File: src/sv/assert_macros.svh
// Assertion macros for the RTL of the frame receiver, used by bsfr_core.
// Define NO_ASSERTIONS to compile them away.
`ifndef ASSERT_MACROS_SVH
`define ASSERT_MACROS_SVH
`ifndef NO_ASSERTIONS
`define BSFR_ASSERT(lbl, clk, rst_n, prop) \
	lbl: assert property (@(posedge clk) disable iff (!rst_n) (prop)) \
		else $error("bsfr assertion failed");
`define BSFR_ASSERT_NEXT(lbl, clk, rst_n, ante, cons) \
	lbl: assert property (@(posedge clk) disable iff (!rst_n) (ante) |=> (cons)) \
		else $error("bsfr assertion failed");
`else
`define BSFR_ASSERT(lbl, clk, rst_n, prop)
`define BSFR_ASSERT_NEXT(lbl, clk, rst_n, ante, cons)
`endif
`endif

File: src/sv/bsfr_pkg.sv
// Package of the byte stuffed frame receiver: field widths, event codes,
// register map and the configuration struct. No dependencies.
`timescale 1ns / 1ps
package bsfr_pkg;
	localparam int BYTE_W = 8;
	localparam int POS_W = 9;
	localparam int OFF_W = 4;
	localparam int EV_W = 4;
	localparam int ADDR_W = 5;
	localparam int DATA_W = 32;

	typedef enum logic [EV_W-1:0] {
		EV_NONE    = 4'd0,
		EV_PAYLOAD = 4'd1,
		EV_GOOD    = 4'd2,
		EV_BADSUM  = 4'd3,
		EV_EMPTY   = 4'd4,
		EV_TRUNC   = 4'd5,
		EV_STRAY   = 4'd6,
		EV_CTRLESC = 4'd7,
		EV_START   = 4'd8
	} event_t;

	typedef enum logic [2:0] {
		REG_START_CODE  = 3'd0,
		REG_ESCAPE_CODE = 3'd1,
		REG_BCAST_ADDR  = 3'd2,
		REG_CMD_LEN_OFF = 3'd3,
		REG_BC_LEN_OFF  = 3'd4
	} reg_idx_t;

	localparam logic [BYTE_W-1:0] START_CODE_RST = 8'd170;
	localparam logic [BYTE_W-1:0] ESCAPE_CODE_RST = 8'd255;
	localparam logic [BYTE_W-1:0] BCAST_ADDR_RST = 8'd112;
	localparam logic [OFF_W-1:0] CMD_LEN_OFF_RST = 4'd4;
	localparam logic [OFF_W-1:0] BC_LEN_OFF_RST = 4'd1;

	typedef struct packed {
		logic [BYTE_W-1:0] start_code;
		logic [BYTE_W-1:0] escape_code;
		logic [BYTE_W-1:0] broadcast_address;
		logic [OFF_W-1:0]  command_length_offset;
		logic [OFF_W-1:0]  broadcast_length_offset;
	} cfg_t;
endpackage

File: src/sv/bsfr_if.sv
// Valid/ready channel interfaces: raw link bytes in, receiver events out.
// Depends on bsfr_pkg for field widths.
`timescale 1ns / 1ps
interface bsfr_link_if;
	import bsfr_pkg::*;
	logic              valid;
	logic              ready;
	logic [BYTE_W-1:0] line_byte;
	modport source (output valid, output line_byte, input ready);
	modport sink (input valid, input line_byte, output ready);
endinterface

interface bsfr_res_if;
	import bsfr_pkg::*;
	logic              valid;
	logic              ready;
	logic [EV_W-1:0]   event_res;
	logic [BYTE_W-1:0] data_byte;
	logic [POS_W-1:0]  byte_index;
	modport source (output valid, output event_res, output data_byte, output byte_index,
		input ready);
	modport sink (input valid, input event_res, input data_byte, input byte_index,
		output ready);
endinterface

File: src/sv/bsfr_cfg.sv
// APB-style configuration registers of the frame receiver.
// Depends on bsfr_pkg.
`timescale 1ns / 1ps
module bsfr_cfg (
	input  logic                        clk,
	input  logic                        arst_n,
	input  logic                        psel,
	input  logic                        penable,
	input  logic                        pwrite,
	input  logic [bsfr_pkg::ADDR_W-1:0] paddr,
	input  logic [bsfr_pkg::DATA_W-1:0] pwdata,
	output logic [bsfr_pkg::DATA_W-1:0] prdata,
	output logic                        pready,
	output bsfr_pkg::cfg_t              cfg
);
	import bsfr_pkg::*;

	cfg_t     cfg_q;
	reg_idx_t idx;
	logic     wr_en;

	assign pready = 1'b1;
	assign idx = reg_idx_t'(paddr[ADDR_W-1:2]);
	assign wr_en = psel && penable && pwrite && pready;
	assign cfg = cfg_q;

	always_ff @(posedge clk or negedge arst_n) begin
		if (!arst_n) begin
			cfg_q.start_code <= START_CODE_RST;
			cfg_q.escape_code <= ESCAPE_CODE_RST;
			cfg_q.broadcast_address <= BCAST_ADDR_RST;
			cfg_q.command_length_offset <= CMD_LEN_OFF_RST;
			cfg_q.broadcast_length_offset <= BC_LEN_OFF_RST;
		end else if (wr_en) begin
			case (idx)
				REG_START_CODE:  cfg_q.start_code <= pwdata[BYTE_W-1:0];
				REG_ESCAPE_CODE: cfg_q.escape_code <= pwdata[BYTE_W-1:0];
				REG_BCAST_ADDR:  cfg_q.broadcast_address <= pwdata[BYTE_W-1:0];
				REG_CMD_LEN_OFF: cfg_q.command_length_offset <= pwdata[OFF_W-1:0];
				REG_BC_LEN_OFF:  cfg_q.broadcast_length_offset <= pwdata[OFF_W-1:0];
				default: ;
			endcase
		end
	end

	always_comb begin
		prdata = '0;
		case (idx)
			REG_START_CODE:  prdata[BYTE_W-1:0] = cfg_q.start_code;
			REG_ESCAPE_CODE: prdata[BYTE_W-1:0] = cfg_q.escape_code;
			REG_BCAST_ADDR:  prdata[BYTE_W-1:0] = cfg_q.broadcast_address;
			REG_CMD_LEN_OFF: prdata[OFF_W-1:0] = cfg_q.command_length_offset;
			REG_BC_LEN_OFF:  prdata[OFF_W-1:0] = cfg_q.broadcast_length_offset;
			default:         prdata = '0;
		endcase
	end
endmodule

File: src/sv/bsfr_core.sv
// Deframer datapath: input byte register, frame state and result register.
// Depends on bsfr_pkg, bsfr_if.sv and assert_macros.svh.
`timescale 1ns / 1ps
`include "assert_macros.svh"
module bsfr_core (
	input  logic           clk,
	input  logic           arst_n,
	input  bsfr_pkg::cfg_t cfg,
	bsfr_link_if.sink      link,
	bsfr_res_if.source     res
);
	import bsfr_pkg::*;

	logic              valid_s1;
	logic [BYTE_W-1:0] byte_s1;
	logic              adv;

	logic              inside_q, esc_q, bc_q;
	logic [POS_W-1:0]  pos_q, fend_q;
	logic [BYTE_W-1:0] sum_q;

	logic              inside_n, esc_n, bc_n;
	logic [POS_W-1:0]  pos_n, fend_n;
	logic [BYTE_W-1:0] sum_n;

	event_t            ev_n, pev;
	logic [BYTE_W-1:0] data_n, ub;
	logic [POS_W-1:0]  idx_n, cnt, fend_c;
	logic              take, bc_c;
	logic [OFF_W-1:0]  off;

	logic              res_valid_q;
	event_t            ev_q;
	logic [BYTE_W-1:0] data_q;
	logic [POS_W-1:0]  idx_q;

	assign adv = !res_valid_q || res.ready;
	assign link.ready = !valid_s1 || adv;

	always_ff @(posedge clk or negedge arst_n) begin
		if (!arst_n) begin
			valid_s1 <= 1'b0;
		end else if (link.ready) begin
			valid_s1 <= link.valid;
		end
	end

	always_ff @(posedge clk) begin
		if (link.ready && link.valid) begin
			byte_s1 <= link.line_byte;
		end
	end

	always_comb begin
		inside_n = inside_q;
		esc_n = esc_q;
		bc_n = bc_q;
		pos_n = pos_q;
		fend_n = fend_q;
		sum_n = sum_q;
		ev_n = EV_NONE;
		data_n = '0;
		idx_n = '0;
		take = 1'b0;
		pev = EV_PAYLOAD;
		ub = byte_s1;
		bc_c = bc_q;
		off = '0;
		fend_c = fend_q;
		cnt = pos_q + POS_W'(1);
		if (!inside_q) begin
			if (byte_s1 == cfg.start_code) begin
				inside_n = 1'b1;
				esc_n = 1'b0;
				bc_n = 1'b0;
				pos_n = '0;
				fend_n = '0;
				sum_n = '0;
				ev_n = EV_START;
			end else if (byte_s1 == cfg.escape_code) begin
				ev_n = EV_STRAY;
			end
		end else begin
			if (esc_q) begin
				esc_n = 1'b0;
				if (byte_s1 == cfg.start_code || byte_s1 == cfg.escape_code) begin
					pev = EV_CTRLESC;
				end
				ub = ~byte_s1;
				take = 1'b1;
			end else if (byte_s1 == cfg.escape_code) begin
				esc_n = 1'b1;
			end else if (byte_s1 == cfg.start_code) begin
				if (pos_q == '0) begin
					ev_n = EV_EMPTY;
				end else begin
					esc_n = 1'b0;
					bc_n = 1'b0;
					pos_n = '0;
					fend_n = '0;
					sum_n = '0;
					ev_n = EV_TRUNC;
				end
			end else begin
				take = 1'b1;
			end
			if (take) begin
				if (pos_q == '0) begin
					bc_c = (ub == cfg.broadcast_address);
				end
				off = bc_c ? cfg.broadcast_length_offset : cfg.command_length_offset;
				if (fend_q == '0 && pos_q == POS_W'(off)) begin
					fend_c = POS_W'(off) + POS_W'(ub) + POS_W'(2);
				end
				data_n = ub;
				idx_n = pos_q;
				if (fend_c != '0 && cnt == fend_c) begin
					ev_n = (sum_q == ub) ? EV_GOOD : EV_BADSUM;
					inside_n = 1'b0;
					esc_n = 1'b0;
					bc_n = 1'b0;
					pos_n = '0;
					fend_n = '0;
					sum_n = '0;
				end else begin
					ev_n = pev;
					sum_n = sum_q + ub;
					pos_n = cnt;
					bc_n = bc_c;
					fend_n = fend_c;
				end
			end
		end
	end

	always_ff @(posedge clk or negedge arst_n) begin
		if (!arst_n) begin
			inside_q <= 1'b0;
			esc_q <= 1'b0;
			bc_q <= 1'b0;
			pos_q <= '0;
			fend_q <= '0;
			sum_q <= '0;
			res_valid_q <= 1'b0;
		end else if (adv) begin
			res_valid_q <= valid_s1;
			if (valid_s1) begin
				inside_q <= inside_n;
				esc_q <= esc_n;
				bc_q <= bc_n;
				pos_q <= pos_n;
				fend_q <= fend_n;
				sum_q <= sum_n;
			end
		end
	end

	always_ff @(posedge clk) begin
		if (adv && valid_s1) begin
			ev_q <= ev_n;
			data_q <= data_n;
			idx_q <= idx_n;
		end
	end

	assign res.valid = res_valid_q;
	assign res.event_res = ev_q;
	assign res.data_byte = data_q;
	assign res.byte_index = idx_q;

	`BSFR_ASSERT(a_esc_in_frame, clk, arst_n, !esc_q || inside_q)
	`BSFR_ASSERT(a_idle_clear, clk, arst_n, inside_q || (pos_q == '0 && fend_q == '0))
	`BSFR_ASSERT(a_fend_min, clk, arst_n, fend_q != POS_W'(1))
	`BSFR_ASSERT_NEXT(a_end_leaves, clk, arst_n,
		adv && valid_s1 && (ev_n == EV_GOOD || ev_n == EV_BADSUM), !inside_q)
endmodule

File: src/sv/byte_stuffed_frame_receiver.sv
// Byte stuffed frame receiver, top level.
// Link side: one raw byte per request on the link channel (valid/ready).
// Result side: exactly one event per accepted byte on the res channel:
//   event_res, data_byte (unstuffed byte) and byte_index (position in frame).
// Registers (APB, byte address 4*i): start code, escape code, broadcast
//   address, command and broadcast length-byte offsets.
// Path: an accepted byte is held in the input register, then the frame
//   logic writes its event into the result register.
// Throughput: one byte per cycle while res is not held off; the frame
//   state update is combinational between the input and result registers.
// Stall: while res is held off, one byte waits in the input register and
//   link.ready drops; nothing is lost or reordered.
// Reset (arst_n low): registers return to their defaults, the receiver
//   hunts for a start code, and both channel stages are empty.
// Depends on bsfr_pkg, bsfr_if.sv, bsfr_cfg and bsfr_core.
`timescale 1ns / 1ps
module byte_stuffed_frame_receiver (
	input  logic                        clk,
	input  logic                        arst_n,
	bsfr_link_if.sink                   link,
	bsfr_res_if.source                  res,
	input  logic                        psel,
	input  logic                        penable,
	input  logic                        pwrite,
	input  logic [bsfr_pkg::ADDR_W-1:0] paddr,
	input  logic [bsfr_pkg::DATA_W-1:0] pwdata,
	output logic [bsfr_pkg::DATA_W-1:0] prdata,
	output logic                        pready
);
	import bsfr_pkg::*;

	cfg_t cfg;

	bsfr_cfg u_cfg (
		.clk     (clk),
		.arst_n  (arst_n),
		.psel    (psel),
		.penable (penable),
		.pwrite  (pwrite),
		.paddr   (paddr),
		.pwdata  (pwdata),
		.prdata  (prdata),
		.pready  (pready),
		.cfg     (cfg)
	);

	bsfr_core u_core (
		.clk    (clk),
		.arst_n (arst_n),
		.cfg    (cfg),
		.link   (link),
		.res    (res)
	);
endmodule
File: src/flat_wrapper.sv
// flat-port wrapper written by rule: the top's interface ports become plain ports
module byte_stuffed_frame_receiver_flat import bsfr_pkg::*;
  (clk, arst_n, psel, penable, pwrite, paddr, pwdata, prdata, pready, link_valid, link_line_byte, link_ready, res_valid, res_event_res, res_data_byte, res_byte_index, res_ready);
  bsfr_link_if link_i ();
  bsfr_res_if res_i ();
  input  logic clk;
  input  logic arst_n;
  input  logic psel;
  input  logic penable;
  input  logic pwrite;
  input  logic [bsfr_pkg::ADDR_W-1:0] paddr;
  input  logic [bsfr_pkg::DATA_W-1:0] pwdata;
  output logic [bsfr_pkg::DATA_W-1:0] prdata;
  output logic pready;
  input wire logic [$bits(link_i.valid)-1:0] link_valid;
  input wire logic [$bits(link_i.line_byte)-1:0] link_line_byte;
  output wire logic [$bits(link_i.ready)-1:0] link_ready;
  output wire logic [$bits(res_i.valid)-1:0] res_valid;
  output wire logic [$bits(res_i.event_res)-1:0] res_event_res;
  output wire logic [$bits(res_i.data_byte)-1:0] res_data_byte;
  output wire logic [$bits(res_i.byte_index)-1:0] res_byte_index;
  input wire logic [$bits(res_i.ready)-1:0] res_ready;
  assign link_i.valid = link_valid;
  assign link_i.line_byte = link_line_byte;
  assign link_ready = link_i.ready;
  assign res_valid = res_i.valid;
  assign res_event_res = res_i.event_res;
  assign res_data_byte = res_i.data_byte;
  assign res_byte_index = res_i.byte_index;
  assign res_i.ready = res_ready;
  byte_stuffed_frame_receiver u_core (.clk(clk), .arst_n(arst_n), .link(link_i), .res(res_i), .psel(psel), .penable(penable), .pwrite(pwrite), .paddr(paddr), .pwdata(pwdata), .prdata(prdata), .pready(pready));
endmodule
File: config.mk
export PLATFORM = sky130hd
export DESIGN_NAME = byte_stuffed_frame_receiver_flat
export DESIGN_NICKNAME = d
export VERILOG_FILES = /design/src/sv/bsfr_pkg.sv /design/src/sv/bsfr_if.sv /design/src/sv/bsfr_cfg.sv /design/src/sv/bsfr_core.sv /design/src/sv/byte_stuffed_frame_receiver.sv /design/src/flat_wrapper.sv
export VERILOG_INCLUDE_DIRS = /design/src /design/src/sv
export SDC_FILE = /design/constraint.sdc
export NUM_CORES = 1
export LEC_CHECK = 0
export BUFFER_PORTS_ARGS = -buffer_cell sky130_fd_sc_hd__buf_2
export CELL_PAD_IN_SITES_DETAIL_PLACEMENT = 0
export CELL_PAD_IN_SITES_GLOBAL_PLACEMENT = 2
export CORE_MARGIN = 2
export CORE_UTILIZATION = 32
export DETAILED_ROUTE_END_ITERATION = 12
export GPL_TIMING_DRIVEN = 0
export PLACE_DENSITY = 0.78
export SYNTH_ARGS = -nofsm -noshare
export SYNTH_HDL_FRONTEND = slang
export SYNTH_SLANG_ARGS = --single-unit
export TNS_END_PERCENT = 20
File: constraint.sdc
create_clock -name clk -period 4.15 [get_ports clk]
set_input_delay 0 -clock clk [delete_from_list [all_inputs] [get_ports clk]]
set_output_delay 0 -clock clk [all_outputs]
set_load 0.02 [all_outputs]
**Word level (Yosys, flattened, before mapping)**

Cells that the tools add are included.

- Register bits after elaboration: 92
- Input port bits: 52
- Output and inout port bits: 56
- Logic and storage cells: 124

- Add/subtract/negate cells: 4
- Equal/unequal tests: 13
- Mux-type cells: 63
- Bitwise logic cells: 1
- Reductions and logical operators: 26

Operators with widths:

| kind | number |
|---|---|
| 9-bit 2-to-1 mux | 14 |
| 8-bit 2-to-1 mux | 10 |
| 8-bit == test | 4 |
| 1-bit 2-to-1 mux | 26 |
| 4-bit 2-to-1 mux | 5 |
| 4-bit case mux with 5 select lines | 1 |
| 9-bit zero test | 2 |
| 3-bit 2-to-1 mux | 6 |
| 2-bit AND reduction | 7 |
| 4-bit case mux with 3 select lines | 1 |
| 4-bit by 8-bit adder with 9-bit output | 1 |
| 9-bit by 1-bit adder with 9-bit output, second input constant | 1 |
| 9-bit by 2-bit adder with 9-bit output, second input constant | 1 |
| 9-bit by 4-bit == test with 1-bit output | 1 |
| 9-bit == test | 1 |
| 3-bit by 2-bit inequality test with 1-bit output, second input constant | 3 |
| 9-bit nonzero test | 1 |
| 8-bit adder | 1 |
| 8-bit NOT | 1 |
| 7-bit AND reduction | 1 |
| 3-bit by 2-bit == test with 1-bit output, second input constant | 2 |
| 1-bit logical AND | 6 |
| 4-bit nonzero test | 1 |
| 3-bit by 1-bit == test with 1-bit output, second input constant | 1 |
| 6 further kinds | 9 |

**Logic depth before layout (Yosys ltp)**

Gate-level depths: netlist of run 1.

- Depth after elaboration: 18
- Gate-level depth with buffers: 26
- Depth with buffers taken out: 24

**Cells and area by module**

From an unflattened synthesis of run 1, not the netlist that was laid out.

- Cell total of the unflattened synthesis: 560
- Area, all modules: 5943.2 sq um

Modules (own cells, without submodules):

| module | instances | cells each | area an instance (sq um) | sequential area each (sq um) |
|---|---|---|---|---|
| bsfr_core | 1 | 415 | 4130.2 | 1646.6 |
| bsfr_cfg | 1 | 145 | 1813.0 | 822.0 |

**Least setup slack after synthesis of run 1**

Ideal clock, no wire load.

- Kind: register -> register
- Start: reg u_core.u_core.pos_q[0]
- End: reg u_core.u_core.fend_q[8]
- Setup time: 72 ps
- Data arrival time: 4515 ps
- Required time: 4078 ps
- Setup slack: -437 ps
- Stages on the path, launching flop included: 25
- Buffers on the path: 2
- Clock period less this slack: 4587 ps
- Cell sequence: dfrtp_1 > clkinv_1 > ha_1 > nand4_1 > nor3_2 > o21ai_2 > nand2_1 > mux2_2 > ha_1 > inv_1 > fa_1 > nor2b_1 > o21ai_0 > nand2b_1 > nand3_1 > o211ai_1 > xor2_1 > o31a_1 > a221oi_2 > nor4_1 > a31oi_2 > buf_4 > buf_6 > nor2_2 > nor2_1

- Word-level cells in the longest chain between the ends: 15
- Elaborated cells on any way between the ends: 21
- Classes of those cells: 3 x add/sub; 3 x eq/ne; 10 x mux; 5 x reduce/logical

Ends and longest elaborated chain:

| element | RTL line | RTL |
|---|---|---|
| start: declaration | bsfr_core.sv:19 | `logic [POS_W-1:0] pos_q, fend_q;` |
| start signal: assignment | bsfr_core.sv:151 | `pos_q <= pos_n;` |
| 9-bit zero test | bsfr_core.sv:94, bsfr_core.sv:108 |  |
| 1-bit 2-to-1 mux | bsfr_core.sv:108 | `if (pos_q == '0) begin` |
| 1-bit 2-to-1 mux | bsfr_core.sv:107 | `if (take) begin` |
| 1-bit 2-to-1 mux | bsfr_core.sv:71 | `if (!inside_q) begin` |
| 4-bit 2-to-1 mux | bsfr_core.sv:111 | `off = bc_c ? cfg.broadcast_length_offset : cfg.command_length_offset;` |
| 4-bit by 8-bit adder with 9-bit output or 9-bit by 4-bit == test with 1-bit output (tied branches) | bsfr_core.sv:113, bsfr_core.sv:112 |  |
| 9-bit by 2-bit adder with 9-bit output or 1-bit logical AND (tied branches) | bsfr_core.sv:113, bsfr_core.sv:112 |  |
| 9-bit 2-to-1 mux | bsfr_core.sv:112 | `if (fend_q == '0 && pos_q == POS_W'(off)) begin` |
| 9-bit 2-to-1 mux | bsfr_core.sv:107 |  |
| 9-bit 2-to-1 mux | bsfr_core.sv:71 |  |
| 9-bit == test or 9-bit nonzero test (tied branches) | bsfr_core.sv:117 | `if (fend_c != '0 && cnt == fend_c) begin` |
| 1-bit logical AND | bsfr_core.sv:117 |  |
| 9-bit 2-to-1 mux | bsfr_core.sv:117 |  |
| 9-bit 2-to-1 mux | bsfr_core.sv:107 |  |
| 9-bit 2-to-1 mux | bsfr_core.sv:71 |  |
| end signal: assignment | bsfr_core.sv:152 | `fend_q <= fend_n;` |
| end: declaration | bsfr_core.sv:19 |  |

Several ways; a longest one is shown, not always the timed one. The select of a mux whose other input is x is not followed.
A chain may end at the register's enable or synchronous reset.

**Final worst setup path of run 1**

- Start: reg u_core.u_core.byte_s1[6]
- End: reg u_core.u_core.fend_q[2]

- Word-level cells in the longest chain between the ends: 18
- Elaborated cells on any way between the ends: 33
- Classes of those cells: 2 x add/sub; 8 x eq/ne; 16 x mux; 1 x bitwise; 6 x reduce/logical

Ends and longest elaborated chain:

| element | RTL line | RTL |
|---|---|---|
| start: declaration | bsfr_core.sv:15 | `logic [BYTE_W-1:0] byte_s1;` |
| start signal: assignment | bsfr_core.sv:50 | `byte_s1 <= link.line_byte;` |
| 8-bit NOT | bsfr_core.sv:89 | `ub = ~byte_s1;` |
| 8-bit 2-to-1 mux | bsfr_core.sv:84 | `if (esc_q) begin` |
| 8-bit 2-to-1 mux | bsfr_core.sv:71 |  |
| 8-bit == test | bsfr_core.sv:109 | `bc_c = (ub == cfg.broadcast_address);` |
| 1-bit 2-to-1 mux | bsfr_core.sv:108 |  |
| 1-bit 2-to-1 mux | bsfr_core.sv:107 |  |
| 1-bit 2-to-1 mux | bsfr_core.sv:71 |  |
| 4-bit 2-to-1 mux | bsfr_core.sv:111 |  |
| [2 not listed] | n/a |  |
| 9-bit 2-to-1 mux | bsfr_core.sv:112 |  |
| 9-bit 2-to-1 mux | bsfr_core.sv:107 |  |
| 9-bit 2-to-1 mux | bsfr_core.sv:71 |  |
| 9-bit == test or 9-bit nonzero test (tied branches) | bsfr_core.sv:117 |  |
| 1-bit logical AND | bsfr_core.sv:117 |  |
| 9-bit 2-to-1 mux | bsfr_core.sv:117 |  |
| 9-bit 2-to-1 mux | bsfr_core.sv:107 |  |
| 9-bit 2-to-1 mux | bsfr_core.sv:71 |  |

Several ways; a longest one is shown, not always the timed one. The select of a mux whose other input is x is not followed.

==> results of run 1 <==
==> per-layer routing <==
metal / global-route usage (%) / share of wire [%]
met1: 22.3 / 46
met2: 27.8 / 48
met3: 3.88 / 4.4
met4: 5.16 / 1.7
met5: 0 / 0
==> report_power, final <==
group | switching, W | internal [W] | total [W]
logic | 0.00102 | 0.000872 | 0.00189
registers | 0.000163 | 0.00114 | 0.00130
clock network | 0.000361 | 0.000525 | 0.000886
total | 0.00154 | 0.00253 | 0.00408
==> per-stage QoR <==
step	area (µm²)	instances	utilization (%)	total power (W)
2_1_floorplan	5940	580	-	0.00246
3_3_place_gp	6500	863	36.4	0.00282
3_5_place_dp	6520	864	36.5	0.00287
4_1_cts	7380	927	41.4	0.00406
5_1_grt	7490	934	42.0	0.00433
6_report	7490	934	42.0	0.00408
==> sequential cells by signal (all words and copies together) (netlist names), 4 cells and up <==
| register | count |
|---|---|
| u_core.u_cfg.cfg | 32 |
| u_core.u_core.byte_s1 | 8 |
| u_core.u_core.fend_q | 9 |
| u_core.u_core.pos_q | 9 |
| u_core.u_core.res.byte_index | 9 |
| u_core.u_core.res.data_byte | 8 |
| u_core.u_core.res.event_res | 4 |
| u_core.u_core.sum_q | 8 |
==> synthesized netlist by cell type (5+ instances only) <==
cell / instances
nor2b_1: 15
a21o_1: 7
dfrtp_1: 46
a22oi_1: 9
and3_1: 15
mux2_2: 38
or2_2: 5
and2_1: 6
nand4_1: 8
nor4_1: 10
nand2b_1: 18
nand3_1: 10
dfstp_2: 17
a21oi_1: 19
mux2i_1: 5
a22o_1: 16
o21ai_0: 11
nor3_1: 7
xnor2_1: 27
nor2_1: 37
xor2_1: 23
edfxtp_1: 29
ha_1: 17
inv_1: 13
clkbuf_1: 14
nand2_1: 31
buf_4: 27
==> cells in the final DEF (no fill, tap or decap), drive strengths merged, types with 23 or more instances in the layout <==
cell type	count
buf	123
dfrtp	46
nor2	41
mux2	38
nand2	31
edfxtp	29
xnor2	27
conb	25
xor2	24
clkbuf	23
==> timing repair <==
item	in CTS	in global routing
endpoints found under the setup margin	31	31
resized for setup	34	9
pin swaps	20	10
buffers inserted	26	7
cloned	1	0
hold buffers	20	0
endpoints found under the hold margin	88	0
==> area by class of cell <==
class | count | area (µm²)
Buffer | 48 | 324
Clock buffer | 9 | 225
Clock inverter | 7 | 90.1
Fill cell | 1727 | 10300
Inverter | 16 | 65.1
Multi-Input combinational cell | 424 | 3270
Sequential cell | 92 | 2470
Tap cell | 229 | 287
Timing Repair Buffer | 109 | 759
==> kinds of logic after synthesis <==
kind of cell	count (synthesis)	share of synthesized area (%)
buf+inv	64	6.22
fa+ha+maj	19	4.37
flops	92	42.6
other cells	2	0.130
mux	44	8.64
compound gates	104	13.2
simple gates	181	16.9
xor+xnor	51	7.85
==> final timing paths <==
kind	from	endpoint	cells after the start
worst max-delay path	u_core.u_core.byte_s1[6]$_DFFE_PP_	u_core.u_core.fend_q[2]$_DFFE_PN0P_	24
worst min-delay path	paddr[4]	u_core.u_cfg.cfg[24]$_DFFE_PN0P_	3
worst max register to register	u_core.u_core.byte_s1[6]$_DFFE_PP_	u_core.u_core.fend_q[2]$_DFFE_PN0P_	24
worst min register to register	u_core.u_core.valid_s1$_DFFE_PN0N_	u_core.u_core.res.valid$_DFFE_PN0P_	1
max in group asynchronous	arst_n	u_core.u_core.pos_q[4]$_DFFE_PN0P_	2
min in group asynchronous	arst_n	u_core.u_core.sum_q[6]$_DFFE_PN0P_	2
==> critical path, cell delays in order (launching register included) <==
cell and delay, ps:
edfxtp_1 400, buf_6 150, xor2_2 180, nor4_2 230
and4_4 260, o21ai_2 80, nand2_2 140, buf_6 110
mux2_2 360, ha_4 280, ha_4 210, nor2b_2 150
o21ai_1 130, nand2b_1 120, nand3_1 100, o211ai_1 110
xor2_1 220, o31a_1 350, a221oi_4 280, nor4_2 70
a31oi_2 260, buf_6 190, buf_4 120, nand2_1 60
o2bb2ai_1 140
==> impl_metrics.toml, run 1 <==
[layout]
diodes = 0
area_delta_synth_final_pct = 29.4
nNetsFinal = 771
drive_above_1_share_pct = 36.0

[run_status]
violations = "setup timing"
status = "complete, but fails checks"

[die]
die_h_um = 139
dieWidth_um = 139
fp-row-count = 49
core_area_mm2 = 0.0178
die_area_mm2 = 0.0192
ios = 108
start_util_pct = 32.4

[power_and_ir_drop]
vdd_drop_max_v = 0.000245
p_leak_nw = 3.30
p_per_area_mw_per_mm2 = 544

[yosys]
netlist_instances = 557
yosysTopAreaCell = "dfrtp_1"
ys_types = 70
syn_area_per_cell_um2 = 10.4
syn_area_mm2 = 0.00579
synth_area_leaders = "dfrtp_1 20%, edfxtp_1 15%, dfstp_2 7.7%, mux2_2 7.4%, xnor2_1 4.1%"
yosysWarnings = 0
synthFlopType = "dfrtp_1"
async_reset_ff_share_pct = 68.5
yosysTopAreaCellShare_pct = 19.9
synth-edff-count = 29
ys_ff_latch = 92
seq_area_frac_synth_pct = 42.6

[clock_tree]
cts_max_level = 3
cts.sinks = 92
cts.clk_slew.worst_paths_ps = 70
clock_latency_ps = 370
cts_made_buffers = 9
ctsLongestPathBuffers = 2
cts_tree = "done"
root_buffer = "clkbuf_16"

[sta]
timing.hold.ws_ps = 98.6
skew_ps = 14.0
slew_violations = 0
tightestPinTransition_ps = 1270
post-route-period-util_pct = 116
worst_slack_ps = -647
finalCriticalPeriod_ps = 4800
finalSetupTns_ps = -18170
fmax_mhz = 208
rsz0062_at_grt = "true"
hold_viol = 0
setup_viol = 31
slew_headroom_pct = 15.6

[global_route]
grt.total_usage_pct = 16.9
antenna_found_initial = 0
grt_pass1_vias = 4661
overflow = 0
grt_first_pass_wirelength_um = 25400
grt_max_degree = 64

[route]
vias_per_cell = 4.92
routed_wl_um = 15800
avgRoutedWirePerCell_um = 16.9
postRouteAntennaNets = 0
drtIter0Drc = 192
drc = 0
num_vias = 4592
firstDrtPassIters = 5

[critical_path]
required_ps = 4440
arrival_ps = 5090
end_kind = "register"
start_kind = "register"
cp_max_fo = 6
rrSetupSlack_ps = -650
criticalPathCategory = "register to register"

[min_path]
hold_path.class = "input pin to register"

[placement]
port_buffers = 54
place_hpwl_um = 11200
place_congestion = 0.853
pre_cts_slack_ps = -1360

[job]
cap_violations = 0
Note: power is estimated with default switching activity, not from simulation.
==> run 2, diff against run 1 <==
Settings changed: CORE_MARGIN 2 to 5, CORE_UTILIZATION 32 to 36, PLACE_DENSITY 0.78 to 0.83.
Clock period 4.15 ns to 5.25 ns, I/O delays scaled along.
==> run 2 against run 1 <==
Effect of this change:
- the flow now finishes without violations
- clock-buffer cell count grew 1
- critical path depth grew 1
- hold slack gained 24 ps
- via count shrank 0.85%
- cell area shrank 3.9%
- power shrank 25%
- sequential power shrank 21%
- fmax shrank 5.3%
- combinational power shrank 27%
- largest power group unchanged
==> impl_metrics.toml, run 2 (synthesis gave the netlist of run 1 again) <==
[run_status]
status = "completed"

[placement]
place_hpwl_um = 11100
post_dp_cell_area_mm2 = 0.00643
port_buffers = 54
pre_cts_slack_ps = -379
place_congestion = 0.826

[critical_path]
arrival_ps = 5360
cp_max_fo = 10
critPathMostFrequentCell = "ha_1"
criticalPathCategory = "register to register"
end_kind = "register"
required_ps = 5540
max_stage_delay_ps = 460
cpMaxStageDelayCell = "dfrtp_2"
start_kind = "register"
rrSetupSlack_ps = 190

[layout]
fill_cells = 1514
regArea_mm2 = 0.00247
multi_input_area_mm2 = 0.00318
largest_reg_flops = 32
drive_above_1_share_pct = 31.4
final_cell_mix = "55 x buf_2, 46 x buf_4, 43 x dfrtp_1"
utilization_pct = 45.5
diodes = 0
stdcell_area_mm2 = 0.00720
final_common_cell = "buf_2"
nNetsFinal = 754
area_delta_synth_final_pct = 24.4

[die]
fp-row-count = 46
ios = 108
start_util_pct = 36.6
die_h_um = 137
dieWidth_um = 137
core_area_mm2 = 0.0158
die_area_mm2 = 0.0187

[clock_tree]
cts_made_buffers = 9
clock_latency_ps = 360
cts.sinks = 92
cts.clk_slew.worst_paths_ps = 70
cts_max_level = 3
root_buffer = "clkbuf_16"
cts_tree = "done"
ctsLongestPathBuffers = 2

[sta]
slew_violations = 0
hold_viol = 0
fmax_mhz = 197
post-route-period-util_pct = 96.5
finalCriticalPeriod_ps = 5060
worst_slack_ps = 186
tightestPinTransition_ps = 1280
skew_ps = 10.5
slew_headroom_pct = 14.4
setup_viol = 0

[job]
cap_violations = 0

[power_and_ir_drop]
p_leak_nw = 3.19
vdd_drop_max_v = 0.000192
p_per_area_mw_per_mm2 = 426

[route]
drc = 0
firstDrtPassIters = 4
drtIter0Drc = 195
vias_per_cell = 5.04
avgRoutedWirePerCell_um = 16.8
routed_wl_um = 15200
num_vias = 4553
postRouteAntennaNets = 0

[global_route]
grt_max_degree = 64
grt_pass1_vias = 4557
overflow = 0
antenna_found_initial = 0
grt_first_pass_wirelength_um = 24400
grt.total_usage_pct = 16.9

[min_path]
hold_path.class = "input pin to register"
run 2: changes by cell type in the layout (fill, tap and decap cells not counted), moves of 2 or more:
cell,previous run,this run
buf_4,59,46
xor2_2,4,2
nand2_2,2,0
ha_1,11,16
buf_6,6,2
o21ai_2,4,0
xor2_1,19,21
o21ai_0,9,11
inv_1,9,13
inv_2,6,2
ha_4,5,1
run 2: metrics by stage:
step           total power, W  std cells  setup TNS, ps  hold slack, ps
2_1_floorplan         0.00193        580              0            -296
3_3_place_gp          0.00220        850          -8120             182
3_5_place_dp          0.00223        851          -8480             174
4_1_cts               0.00293        891          -1.43             103
5_1_grt               0.00327        904           -106             119
6_report              0.00307        904              0             122
run 2: power by group:
group / leakage (nW) / switching [W] / internal, W
Combinational: 1.98 / 0.000742 / 0.000638
Clock: 0.139 / 0.000287 / 0.000369
Sequential: 1.07 / 0.000134 / 0.000897
Total: 3.19 / 0.00116 / 0.00190
run 2: path summary, 6_finish.rpt:
check | startpoint | to | cells past startpoint
max | u_core.u_core.pos_q[0]$_DFFE_PN0P_ | u_core.u_core.fend_q[8]$_DFFE_PN0P_ | 25
min | paddr[4] | u_core.u_cfg.cfg[26]$_DFFE_PN0P_ | 3
max reg2reg | u_core.u_core.pos_q[0]$_DFFE_PN0P_ | u_core.u_core.fend_q[8]$_DFFE_PN0P_ | 25
min reg2reg | u_core.u_core.valid_s1$_DFFE_PN0N_ | u_core.u_core.res.valid$_DFFE_PN0P_ | 1
max in group asynchronous | arst_n | u_core.u_core.pos_q[4]$_DFFE_PN0P_ | 2
min in group asynchronous | arst_n | u_core.u_core.sum_q[4]$_DFFE_PN0P_ | 2
run 2: area by class of cell:
class | count | share of cell area, %
Buffer | 48 | 4.38
Clock buffer | 10 | 3.18
Clock inverter | 6 | 0.886
Inverter | 16 | 0.869
Multi-Input combinational cell | 424 | 44.2
Sequential cell | 92 | 34.3
Tap cell | 216 | 3.75
Timing Repair Buffer | 92 | 8.44
run 2: metal layers:
layer | share of wire, % | global-route usage, % | wire length (µm) | vias to the layer above
li1 | - | - | - | 2206
met1 | 45 | 22.0 | 6870 | 2210
met2 | 48 | 28.1 | 7300 | 113
met3 | 5.0 | 4.01 | 766 | 24
met4 | 1.9 | 4.93 | 290 | 0
met5 | 0 | 0 | 0 | -
run 2: timing repair:
action	in CTS	in global routing
endpoints found under the setup margin	31	31
hold endpoints to repair	88	0
pin swaps	2	13
buffers inserted	4	13
cloned	0	0
hold buffers	20	0
resized for setup	5	22
run 2: worst max-delay path: cells and delay by family, from the launching register on:
family	cells	cell delay [ps]
simple gates	9	1240
compound gates	5	1190
fa+ha+maj	4	770
buf+inv	5	710
flops	1	460
mux	1	340
xor+xnor	1	260
==> run 3, diff against run 2 <==
Clock period 5.25 ns to 5.5 ns, I/O delays scaled along.
==> run 3 against run 2 <==
Effect of this change:
- final cell count down 1.3%
- non-clock buffer count down 12
- utilization down 1.3 points
- cell area down 2.8%
- sequential share of layout area up 0.96 points
- combinational power down 15%
- clock power down 4.7%
- sequential power down 4%
- critical endpoint unchanged
- largest power group unchanged
- highest routed layer unchanged
==> impl_metrics.toml, run 3 (synthesis gave the netlist of run 1 again) <==
[critical_path]
r2r_start = "u_core.u_core.pos_q[0]$_DFFE_PN0P_"
max_stage_delay_ps = 480
end_kind = "register"
critPathMostFrequentCell = "ha_1"
required_ps = 5790
cpMaxStageDelayCell = "dfrtp_2"
criticalPathCategory = "register to register"
critPathLaunch = "u_core.u_core.pos_q[0]$_DFFE_PN0P_"
cp_max_fo = 10
arrival_ps = 5530
start_kind = "register"

[route]
vias_per_cell = 5.04
postRouteAntennaNets = 0
drc = 0
drtIter0Drc = 204
firstDrtPassIters = 4
num_vias = 4494
avgRoutedWirePerCell_um = 16.8
routed_wl_um = 15000

[min_path]
holdCritStartpoint = "paddr[4]"
hold_path.class = "input pin to register"

[global_route]
grtUsageMet1_pct = 22.0
grt_pass1_vias = 4554
grt.total_usage_pct = 16.9
met2_usage_pct = 27.7
antenna_found_initial = 0
grt_first_pass_wirelength_um = 24300
overflow = 0
grt_max_degree = 64
use_met3_pct = 4.01
top_usage_layer = "met2"

[layout]
final_common_cell = "buf_2"
area_delta_synth_final_pct = 20.9
largest_reg_flops = 32
fill_cells = 1530
stdcell_area_mm2 = 0.00700
nNetsFinal = 742
final_cell_mix = "56 x buf_2, 45 x dfrtp_1, 38 x mux2_2"
diodes = 0
drive_above_1_share_pct = 28.8

[die]
fp-row-count = 46
ios = 108
die_h_um = 137
die_area_mm2 = 0.0187
start_util_pct = 36.6
dieWidth_um = 137
core_area_mm2 = 0.0158

[placement]
place_congestion = 0.826
post_dp_cell_area_mm2 = 0.00643
place_hpwl_um = 11100
pre_cts_slack_ps = -129
port_buffers = 54

[sta]
skew_ps = 9.89
rsz0062_at_grt = "true"
finalSetupTns_ps = 0
hold_viol = 0
worst_slack_ps = 267
post-route-period-util_pct = 95.1
setup_viol = 0
slew_violations = 0
tightestPinTransition_ps = 1290
fmax_mhz = 191
slew_headroom_pct = 13.9
finalCriticalPeriod_ps = 5230

[power_and_ir_drop]
p_total_w = 0.00278
vdd_drop_max_v = 0.000183
switching_share_pct = 37.9
p_comb_share_pct = 42.1
p_leak_nw = 3.11
seqPwrFrac_pct = 35.5
p_int_w = 0.00173
p_clk_share_pct = 22.5
power_switching_w = 0.00105
p_per_area_mw_per_mm2 = 398

[job]
cap_violations = 0

[clock_tree]
clock_latency_ps = 360
cts.sinks = 92
cts_tree = "done"
cts_max_level = 3
cts.clk_slew.worst_paths_ps = 70
cts_made_buffers = 9
ctsLongestPathBuffers = 2
root_buffer = "clkbuf_16"

[run_status]
status = "completed"
run 3: worst max-delay path: cells and delay by family, from the launching register on:
| kind | cells | cell delay (ps) |
|---|---|---|
| buffers and inverters | 5 | 640 |
| multiplexers | 1 | 230 |
| XOR/XNOR | 1 | 160 |
| AND/OR/NAND/NOR | 9 | 1330 |
| AO/OA/AOI/OAI | 6 | 1290 |
| flip-flops | 1 | 480 |
| adder cells (fa/ha/maj) | 4 | 1000 |
run 3: layer usage:
layer / wire (µm) / vias up
met5: 0 / -
met4: 302 / 0
met3: 794 / 21
met2: 7260 / 115
met1: 6650 / 2187
li1: - / 2171
run 3: power by group through the flow:
stage	Combinational (W)	Clock, W	Sequential (W)
CTS	0.00116	0.000642	0.000985
global placement	0.00111	0	0.000992
floorplan	0.000873	0	0.000968
global route	0.00130	0.000667	0.00100
finish	0.00117	0.000625	0.000987
detailed placement	0.00113	0	0.000995
run 3: final timing paths:
check / slack (ps) / endpoint / depth (start not counted)
min in group asynchronous: 300 / u_core.u_core.sum_q[6]$_DFFE_PN0P_ / 2
worst max register to register: 270 / u_core.u_core.fend_q[8]$_DFFE_PN0P_ / 26
worst min-delay path: 120 / u_core.u_cfg.cfg[26]$_DFFE_PN0P_ / 3
max in group asynchronous: 4600 / u_core.u_core.pos_q[0]$_DFFE_PN0P_ / 2
worst min register to register: 480 / u_core.u_core.res.valid$_DFFE_PN0P_ / 1
worst max-delay path: 270 / u_core.u_core.fend_q[8]$_DFFE_PN0P_ / 26
run 3: timing repair:
action	in CTS	in global routing
buffers inserted	1	4
setup endpoints to repair	27	31
gates resized for setup	2	5
hold buffers	20	0
pin swaps	1	2
endpoints found under the hold margin	88	0
run 3: per-stage QoR:
stage	hold WS, ps	instances	util (%)
6_report	119	892	44.2
3_3_place_gp	182	850	40.5
2_1_floorplan	-296	580	-
5_1_grt	119	892	44.2
3_5_place_dp	174	851	40.6
4_1_cts	103	888	43.9
run 3: layout make-up:
class,count,area [µm²],share of cell area [%]
clock buffer,10,229,3.27
clock inverter,6,63.8,0.912
tap,216,270,3.86
inverter,16,61.3,0.876
multi-input combinational,424,3080,44.0
sequential,92,2470,35.3
timing repair buffer,80,518,7.40
buffer,48,304,4.34
